==> src/design/bf16_multiply_truncate_unit_defines.svh <==
// Assertion macros for the bf16 multiply unit.
// Used by the top level; no other dependencies.
`ifndef BF16_MULTIPLY_TRUNCATE_UNIT_DEFINES_SVH
`define BF16_MULTIPLY_TRUNCATE_UNIT_DEFINES_SVH
`ifndef SYNTHESIS
`define BMT_ASSERT(label, clk, rst_n, prop, msg) \
  label: assert property (@(posedge clk) disable iff (!rst_n) (prop)) else $error(msg);
`else
`define BMT_ASSERT(label, clk, rst_n, prop, msg)
`endif
`endif

==> src/design/bmt_pkg.sv <==
// Package for the bf16 multiply unit: field widths and bf16 constants.
// No dependencies.
package bmt_pkg;
  localparam int unsigned BfW = 16;
  localparam logic [15:0] QuietBit   = 16'h0040;
  localparam logic [15:0] InfZeroNan = 16'hFFC0;
  localparam logic [14:0] InfMag     = 15'h7F80;
endpackage

==> src/design/bmt_core.sv <==
// Combinational bf16 product: binary32 multiply with RNE, upper half kept.
// Depends on bmt_pkg.
module bmt_core (
  input  logic [bmt_pkg::BfW-1:0] a_i,
  input  logic [bmt_pkg::BfW-1:0] b_i,
  output logic [bmt_pkg::BfW-1:0] p_o
);
  import bmt_pkg::*;

  logic        sgn, a_nan, b_nan, a_inf, b_inf, a_zero, b_zero;
  logic [7:0]  ma, mb;
  logic [15:0] prod;
  logic signed [10:0] biased;   // e + n - 1 + 127
  logic signed [10:0] sh;       // e + 149
  logic [6:0]  frac;
  logic [4:0]  rs;
  logic [15:0] rem, half;
  logic [23:0] q;               // subnormal result in units of 2^-149
  logic [15:0] mask;

  always_comb begin
    sgn    = a_i[15] ^ b_i[15];
    a_nan  = (a_i[14:7] == 8'hFF) && (a_i[6:0] != 7'd0);
    b_nan  = (b_i[14:7] == 8'hFF) && (b_i[6:0] != 7'd0);
    a_inf  = (a_i[14:7] == 8'hFF) && (a_i[6:0] == 7'd0);
    b_inf  = (b_i[14:7] == 8'hFF) && (b_i[6:0] == 7'd0);
    a_zero = (a_i[14:0] == 15'd0);
    b_zero = (b_i[14:0] == 15'd0);
    ma = {(a_i[14:7] != 8'd0), a_i[6:0]};
    mb = {(b_i[14:7] != 8'd0), b_i[6:0]};
    prod = 16'(ma) * 16'(mb);
    // sh = e + 149, subnormal input uses exponent 1
    sh = 11'(signed'({3'b0, (a_i[14:7] == 8'd0) ? 8'd1 : a_i[14:7]}))
       + 11'(signed'({3'b0, (b_i[14:7] == 8'd0) ? 8'd1 : b_i[14:7]})) - 11'sd119;
    // value = prod * 2^(sh-149)
    // leading-one position n-1; normalized biased = sh - 149 + n - 1 + 127
    frac = 7'd0; biased = '0;
    q = 24'd0; rs = 5'd0; rem = 16'd0; half = 16'd0; mask = 16'd0;
    p_o = 16'd0;
    if (a_nan) p_o = a_i | QuietBit;
    else if (b_nan) p_o = b_i | QuietBit;
    else if (a_inf || b_inf) p_o = (a_zero || b_zero) ? InfZeroNan : {sgn, InfMag};
    else if (a_zero || b_zero) p_o = {sgn, 15'd0};
    else begin
      // leading one position l (0..15), biased = sh - 22 + l
      biased = sh - 11'sd22;
      frac = 7'd0;
      for (int i = 0; i < 16; i++) begin
        if (prod[i]) begin
          biased = sh - 11'sd22 + 11'(i);
          frac = 7'((prod << (15 - i)) >> 8);
        end
      end
      if (biased >= 11'sd255) p_o = {sgn, InfMag};
      else if (biased >= 11'sd1) p_o = {sgn, biased[7:0], frac};
      else begin
        if (sh >= 11'sd0) q = 24'(prod) << sh[4:0];
        else if (sh < -11'sd20) q = 24'd0;
        else if (sh < -11'sd16) q = 24'd0; // shifted off: rem < half always
        else begin
          rs = 5'(-sh);
          mask = 16'((17'd1 << rs) - 17'd1);
          rem = prod & mask;
          half = 16'(17'd1 << (rs - 5'd1));
          q = 24'(prod >> rs);
          if (rem > half || (rem == half && q[0])) q = q + 24'd1;
        end
        p_o = {sgn, 7'd0, q[23:16]};
      end
    end
  end
endmodule

==> src/design/bf16_multiply_truncate_unit.sv <==
// Top level of the bf16 multiply unit: input register, core, result register.
// Depends on bmt_pkg, bmt_core and the defines header.
//
// Usage: drive a_value_i, b_value_i, last_element_i with start_i high; busy_o
// is always low, so a word is taken every cycle. After acceptance the word
// passes the input register, then the result register, and the result appears
// on product_o and last_out_o with done_o high for exactly one cycle.
// Throughput is one word per cycle, with two register stages around the
// single combinational multiply. Reset clears the valid bits of both stages,
// so no result is produced until a word is accepted. The receiver cannot
// stall; every result is presented exactly once.
`include "bf16_multiply_truncate_unit_defines.svh"
module bf16_multiply_truncate_unit (
  input  logic                    clk_i,
  input  logic                    rst_ni,
  input  logic                    start_i,
  output logic                    busy_o,
  input  logic [bmt_pkg::BfW-1:0] a_value_i,
  input  logic [bmt_pkg::BfW-1:0] b_value_i,
  input  logic                    last_element_i,
  output logic                    done_o,
  output logic [bmt_pkg::BfW-1:0] product_o,
  output logic                    last_out_o
);
  import bmt_pkg::*;

  logic           in_vld_q, out_vld_q, in_last_q, out_last_q;
  logic [BfW-1:0] a_q, b_q, p_d, p_q;

  assign busy_o = 1'b0;

  bmt_core u_core (.a_i(a_q), .b_i(b_q), .p_o(p_d));

  always_ff @(posedge clk_i or negedge rst_ni) begin
    if (!rst_ni) begin
      in_vld_q  <= 1'b0;
      out_vld_q <= 1'b0;
    end else begin
      in_vld_q  <= start_i;
      out_vld_q <= in_vld_q;
    end
  end

  always_ff @(posedge clk_i) begin
    if (start_i) begin
      a_q       <= a_value_i;
      b_q       <= b_value_i;
      in_last_q <= last_element_i;
    end
    if (in_vld_q) begin
      p_q        <= p_d;
      out_last_q <= in_last_q;
    end
  end

  assign done_o     = out_vld_q;
  assign product_o  = p_q;
  assign last_out_o = out_last_q;

  `BMT_ASSERT(a_done_follows, clk_i, rst_ni, start_i |=> ##1 done_o, "word lost")
  `BMT_ASSERT(a_no_spurious, clk_i, rst_ni, done_o |-> $past(start_i, 2), "extra result")
  `BMT_ASSERT(a_last_kept, clk_i, rst_ni, start_i |=> ##1 (last_out_o == $past(last_element_i, 2)), "last flag")
endmodule
==> config.mk <==
export PLATFORM = sky130hd
export DESIGN_NAME = bf16_multiply_truncate_unit
export DESIGN_NICKNAME = d
export VERILOG_FILES = /design/src/design/bmt_pkg.sv /design/src/design/bmt_core.sv /design/src/design/bf16_multiply_truncate_unit.sv
export VERILOG_INCLUDE_DIRS = /design/src /design/src/design
export SDC_FILE = /design/constraint.sdc
export NUM_CORES = 1
export LEC_CHECK = 0
export ABC_CLOCK_PERIOD_IN_PS = 7800
export BUFFER_PORTS_ARGS = -buffer_cell sky130_fd_sc_hd__buf_2
export CORE_MARGIN = 4
export CORE_UTILIZATION = 40
export CTS_CLUSTER_SIZE = 30
export DETAILED_ROUTE_END_ITERATION = 8
export GPL_TIMING_DRIVEN = 0
export MAX_ROUTING_LAYER = met4
export SYNTH_ARGS = -nofsm -noshare
export SYNTH_HDL_FRONTEND = slang
export SYNTH_SLANG_ARGS = --single-unit
export TNS_END_PERCENT = 10
==> constraint.sdc <==
create_clock -name clk_i -period 7.8 [get_ports clk_i]
set_input_delay 0.78 -clock clk_i [delete_from_list [all_inputs] [get_ports clk_i]]
set_output_delay 0.78 -clock clk_i [all_outputs]
set_load 0.005 [all_outputs]
* Yosys cells after proc, flatten, opt, wreduce, memory -nomap -nowiden
Index checks and enable logic that the tools add are counted.
Cells by class: $lt $le $gt $ge 6, multipliers 1, shifts and indexed selects 4, equal/unequal tests 3, add/subtract/negate cells 22, bitwise logic cells 2, reduce and logical (&&, ||, !) cells 19, muxes and demuxes 47
Operator list (number):
- 11-bit 2-to-1 mux | 19
- 7-bit 2-to-1 mux | 15
- 24-bit 2-to-1 mux | 4
- 11-bit by 5-bit adder with 11-bit output (second input constant) | 8
- 16-bit 2-to-1 mux | 4
- 15-bit 2-to-1 mux | 3
- 11-bit by 4-bit adder with 11-bit output (second input constant) | 4
- 1-bit by 5-bit left shift with 16-bit output (first input constant) | 2
- 15-bit zero test | 2
- 24-bit by 1-bit adder with 24-bit output (second input constant) | 1
- 16-bit by 5-bit left shift with 24-bit output | 1
- 16-bit by 5-bit right shift with 24-bit output | 1
- 11-bit by 3-bit adder with 11-bit output (second input constant) | 2
- 16-bit AND | 1
- 16-bit == test | 1
- 8-bit == test (second input constant) | 2
- 16-bit > comparator | 1
- 8-bit zero test | 2
- 8-bit by 8-bit multiplier with 16-bit output | 1
- 8-bit 2-to-1 mux | 2
- 8-bit nonzero test | 2
- 16-bit by 1-bit subtractor with 16-bit output (second input constant) | 1
- 7-bit zero test | 2
- 7-bit nonzero test | 2
- other kinds (15) | 21
Storage, ports and cells: output and inout bits 19, input port bits 36, register bits after elaboration 52

* Logic depth before layout (Yosys ltp)
word-level depth 32, gate-level depth with buffers 32, depth with buffers taken out 31

* Hierarchy
From an unflattened synthesis, not the netlist that was laid out.
Unflattened totals: cell total of the unflattened synthesis 1287, area, all modules 9950.8 µm²
Modules (own cells, without submodules):
- bmt_core | cells each 1233, times used 1, seq. area each 0.0 µm², area an instance 8388.0 µm²
- bf16_multiply_truncate_unit | cells each 54, times used 1, seq. area each 1551.5 µm², area an instance 1562.7 µm²

* Worst setup path after synthesis
Ideal clock, no wire load.
path kind flip-flop to flip-flop, from register b_q[10], to register p_q[0], in the netlist product_o[0], data pin, setup slack 0.866 ns, buffers on the path 3, setup time 0.154 ns, data arrival time 6.780 ns, data required time 7.646 ns, cell stages (with the launch flop) 29, path through edfxtp_1 > nor4_1 > nand2_1 > and2_1 > fa_1 > fa_1 > fa_1 > inv_1 > fa_1 > inv_1 > ha_1 > clkbuf_1 > nand2_1 > a21o_1 > a311oi_2 > clkbuf_1 > clkbuf_1 > nor2_1 > ha_1 > nand4_1 > nor2_1 > and3_1 > o31ai_1 > o2111ai_1 > nand2_1 > a2111oi_0 > o2bb2ai_1 > mux2i_1 > o22ai_1
On the way: word-level cells in the longest chain between the ends 32, elaborated cells on any way between the ends 84
RTL lines:
- from (decl) | line bf16_multiply_truncate_unit.sv:28 | logic [BfW-1:0] a_q, b_q, p_d, p_q;
- from (signal assigned) | line bf16_multiply_truncate_unit.sv:47 | b_q <= b_value_i;
- 8-bit zero test | line bmt_core.sv:34 | + 11'(signed'({3'b0, (b_i[14:7] == 8'd0) ? 8'd1 : b_i[14:7]})) - 11'sd119;
- 8-bit 2-to-1 mux | line bmt_core.sv:34
- 8-bit by 8-bit adder with 9-bit output | line bmt_core.sv:34
- 9-bit by 7-bit subtractor with 10-bit output | line bmt_core.sv:34
- 11-bit by 6-bit subtractor with 11-bit output | line bmt_core.sv:46, bmt_core.sv:50
- 11-bit by 2-bit adder with 11-bit output | line bmt_core.sv:50 | biased = sh - 11'sd22 + 11'(i);
- 11-bit 2-to-1 mux (15 in series) | line bmt_core.sv:49 | if (prod[i]) begin
- 11-bit 2-to-1 mux | line bmt_core.sv:43 | else if (a_zero || b_zero) p_o = {sgn, 15'd0};
- [... 3 more ...]
- 11-bit by 2-bit greater-or-equal comparator with 1-bit output | line bmt_core.sv:55 | else if (biased >= 11'sd1) p_o = {sgn, biased[7:0], frac};
- 15-bit 2-to-1 mux | line bmt_core.sv:55
- 15-bit 2-to-1 mux | line bmt_core.sv:54 | if (biased >= 11'sd255) p_o = {sgn, InfMag};
- 15-bit 2-to-1 mux | line bmt_core.sv:43
- 16-bit 2-to-1 mux | line bmt_core.sv:42 | else if (a_inf || b_inf) p_o = (a_zero || b_zero) ? InfZeroNan : {sgn, InfMag};
- 16-bit 2-to-1 mux * | line bmt_core.sv:41 | else if (b_nan) p_o = b_i | QuietBit;
- 16-bit 2-to-1 mux * | line bmt_core.sv:40 | if (a_nan) p_o = a_i | QuietBit;
- named net p_d[0] | line bf16_multiply_truncate_unit.sv:28
- to (signal assigned) | line bf16_multiply_truncate_unit.sv:51 | p_q <= p_d;
- to (decl) | line bf16_multiply_truncate_unit.sv:28
Mark *: on every way through the listed nets, which the timed path passes. The rest lies on a longest branch. The select of a mux whose other input is x is not followed. A chain may end at the register's enable or synchronous reset.

* Worst setup path after layout
from register b_q[11], to register p_q[0], in the netlist product_o[0], data pin
The elaborated chain is that of the path after synthesis.

==> metrics.md <==
| Metric | Value |
|---|---|
| Area grow syn2layout | `12.03%` |
| Worst Path Arrival | `7660 ps` |
| Port bufs | `53` |
| Core Region | `24250 um^2` |
| # fillers | `2563` |
| Pre-CTS setup slack | `-924.8 ps` |
| Synth top area share | `around 15%` |
| Slowest stage delay, CP | `540 ps` |
| Synth area leader | `edfxtp_1` |
| Cts bufs inserted | `5` |
| Crit share post-route | `a little over nine tenths` |
| Total grt overflow | `0` |
| Compound-cell area share of the yosys netlist | `~28%` |
| Antenna violations before repair | `0` |
| Chip Height | `roughly 160 um` |
| Clk slew on worst S/H paths | `70 ps` |
| CP endpoint kind | `flop` |
| Starting Density | `between 40% and 50%` |
| Synth Area in XOR/XNOR | `around 3.6%` |
| Most common cell after layout, fill and taps aside | `nand2_1` |
| Worst-Skew Late Latency | `290 ps` |
| Slew @ Worst Pin | `roughly 1200 ps` |
| Finished Core Util | `45.33%` |
| Multi-input gate area | `7781 um^2` |
| Final setup viols | `0` |
| Synth Flop Type | `edfxtp_1` |
| DRC viols | `0` |
| Top cells by area, synth | `edfxtp_1 15%, ha_1 12%, fa_1 7.5%` |
| Register area | `1551 um^2` |
| Vias in the first global route | `9772` |
| Synth Warn # | `0` |
| TNS Setup | `0 ps` |
| Syn_area_per_cell | `7.530 um^2` |
| Crit path buf inv count | `5` |
| Fmax | `133.0 MHz` |
| DR pass1 iterations | `6` |
| CP max FO | `10` |
| Hold crit path type | `input port to async pin` |
| Outcome | `completed` |
| Layout cells sized above 1 | `approximately an eighth` |
| Final Critical Period | `~7500 ps` |
| Drt wl/cell | `approximately 20 um` |
| Number of diodes | `0` |
| Routed Antenna Nets | `0` |
| Slowest-stage cell, CP | `fa_1` |
| Die Wd | `164.6 um` |
| Cells after synthesis | `between 1000 and 1500` |
| CTS tree | `built` |
| Most frequent cells in the layout | `126 x nand2_1, 117 x nor2_1, 98 x o21ai_0, 89 x ha_1, 88 x a21oi_1` |
| Post-synth EDFFs | `50` |
| H-tree depth | `2` |
| Max-Slew Margin vs Limit | `19.66%` |
| Gpl congestion | `0.9967` |
| Most Frequent Cell on Critical Path | `fa_1` |
| Final Slew Violations | `0` |
| WL final | `34490 um` |
| Worst setup margin | `280.6 ps` |
| Fin area | `10990 um^2` |
| Synth Area in Adders | `19.15%` |
| GRT Util Overall | `~26%` |
| Largest family of logic cells by synthesized area | `compound AO/OA/AOI/OAI gates` |
| IO Count | `55` |
| Sequential cell area fraction in the yosys report | `15.81%` |
| Post-synthesis register bit count | `52` |
| Placed wire-length estimate | `27070 um` |
| Largest net degree at the start of global routing | `35` |
| Num rows | `57` |
| Vias | `10380` |
| Worst clock skew | `7.104 ps` |
| FFs w/ async S/R, synth | `3.846%` |
| Cell family with most CP delay | `adder cells` |
| Startpoint types | `flop` |
| First-pass GRT wire length | `54200 um` |
| Max-cap viol count | `0` |
| Synthesized Nets | `1467` |
| Clock tree buffer depth | `2` |
| Mux contribution to synthesized area | `under 10%` |
| CTS Sinks | `52` |
| Root Driver | `clkbuf_16` |
| Die area | `27100 um^2` |
| Number of distinct library cells after synthesis | `94` |
| Synth Area in Simple Gates | `a little under a quarter` |
| Nets | `1539` |
| Worst path required time | `7940 ps` |
| Count of hold buffers inserted by post-cts repair | `0` |
| Via-to-Cell Ratio | `roughly 6` |
| Synthesized cell area | `just under 10000 um^2` |
| Final hold viol count | `0` |
| DP Area | `10480 um^2` |
| DR iter-0 viols | `963` |
| Worst setup path class | `flop to flop` |
-- layout make-up --
class	instances	area share (%)
Clock buffer	6	1.172
Sequential cell	52	14.11
Multi-Input combinational cell	1073	70.79
Inverter	84	2.903
Tap cell	324	3.688
Timing Repair Buffer	69	3.506
Clock inverter	2	0.1594
Buffer	90	3.665
-- flip-flops by register name, summed over array words and instances, names as in the netlist --
signal	cells
last_out_o	1
product_o	16
a_q	16
done_o	1
in_last_q	1
b_q	16
in_vld_q	1
-- worst paths after layout --
path,end,cells past startpoint,startpoint,slack (ps)
max in group asynchronous,done_o,1,rst_ni,7430
worst max register to register,product_o[0],28,b_q[11],280
worst min-delay path,in_vld_q,1,rst_ni,270
worst max-delay path,product_o[0],28,b_q[11],280
min in group clk_i,last_out_o,0,in_last_q,430
worst min register to register,last_out_o,0,in_last_q,430
-- cell families (layout without fill, tap and decap cells) --
family                     count (synthesis)  after routing
and+or+nand+nor                          474            474
AOI/OAI and AO/OA                        414            414
buffers and inverters                    178            251
adders and majority gates                128            128
DFF                                       52             52
xor gates and xnor gates                  37             37
muxes                                     19             19
other                                      1              1
-- synth_stat cells (5+ instances only) --
| cell type | number |
|---|---|
| ha_1 | 91 |
| xor2_1 | 8 |
| inv_1 | 80 |
| o211ai_1 | 28 |
| a31oi_1 | 20 |
| clkbuf_1 | 79 |
| a31o_2 | 5 |
| nor3b_1 | 6 |
| xnor2_1 | 27 |
| o221ai_1 | 9 |
| o311ai_0 | 8 |
| nand2_1 | 129 |
| a221oi_1 | 6 |
| o2111ai_1 | 9 |
| a311oi_1 | 9 |
| a22oi_1 | 6 |
| o21a_1 | 13 |
| buf_1 | 5 |
| nor4_1 | 13 |
| buf_2 | 7 |
| or3_1 | 8 |
| a2111oi_0 | 5 |
| nand3_1 | 30 |
| nor3_1 | 29 |
| a21o_1 | 12 |
| a211oi_1 | 25 |
| a21oi_1 | 88 |
| and3_1 | 12 |
| fa_1 | 37 |
| edfxtp_1 | 50 |
| mux2i_1 | 14 |
| nand4_1 | 15 |
| a211o_1 | 7 |
| o22ai_1 | 12 |
| and2_1 | 66 |
| o21ai_0 | 99 |
| nor2_1 | 119 |
| nor2b_1 | 12 |
| nand2b_1 | 13 |
-- metrics by stage --
step                hold WS (ps)  cells
floorplan                  400.3   1303
global placement           401.3   1680
detailed placement         421.2   1680
CTS                        266.9   1688
global route               266.9   1700
finish                     270.6   1700
-- timing repair --
item,in CTS,in global routing
gates resized for setup,31,46
buffers inserted,4,12
pin swaps,1,9
setup endpoints to repair,12,12
-- routing by layer --
metal  up-vias  share of wire, %  track usage [%]
met5         -                 0                -
met4         0               3.1            6.957
li1       4915                 -                -
met2       445                46            41.02
met1      4941                43            35.03
met3        78               7.7            2.645
Power is left out: the tool's default activity adds up to more than one toggle a clock period on the data nets, which glitch-free logic cannot reach.
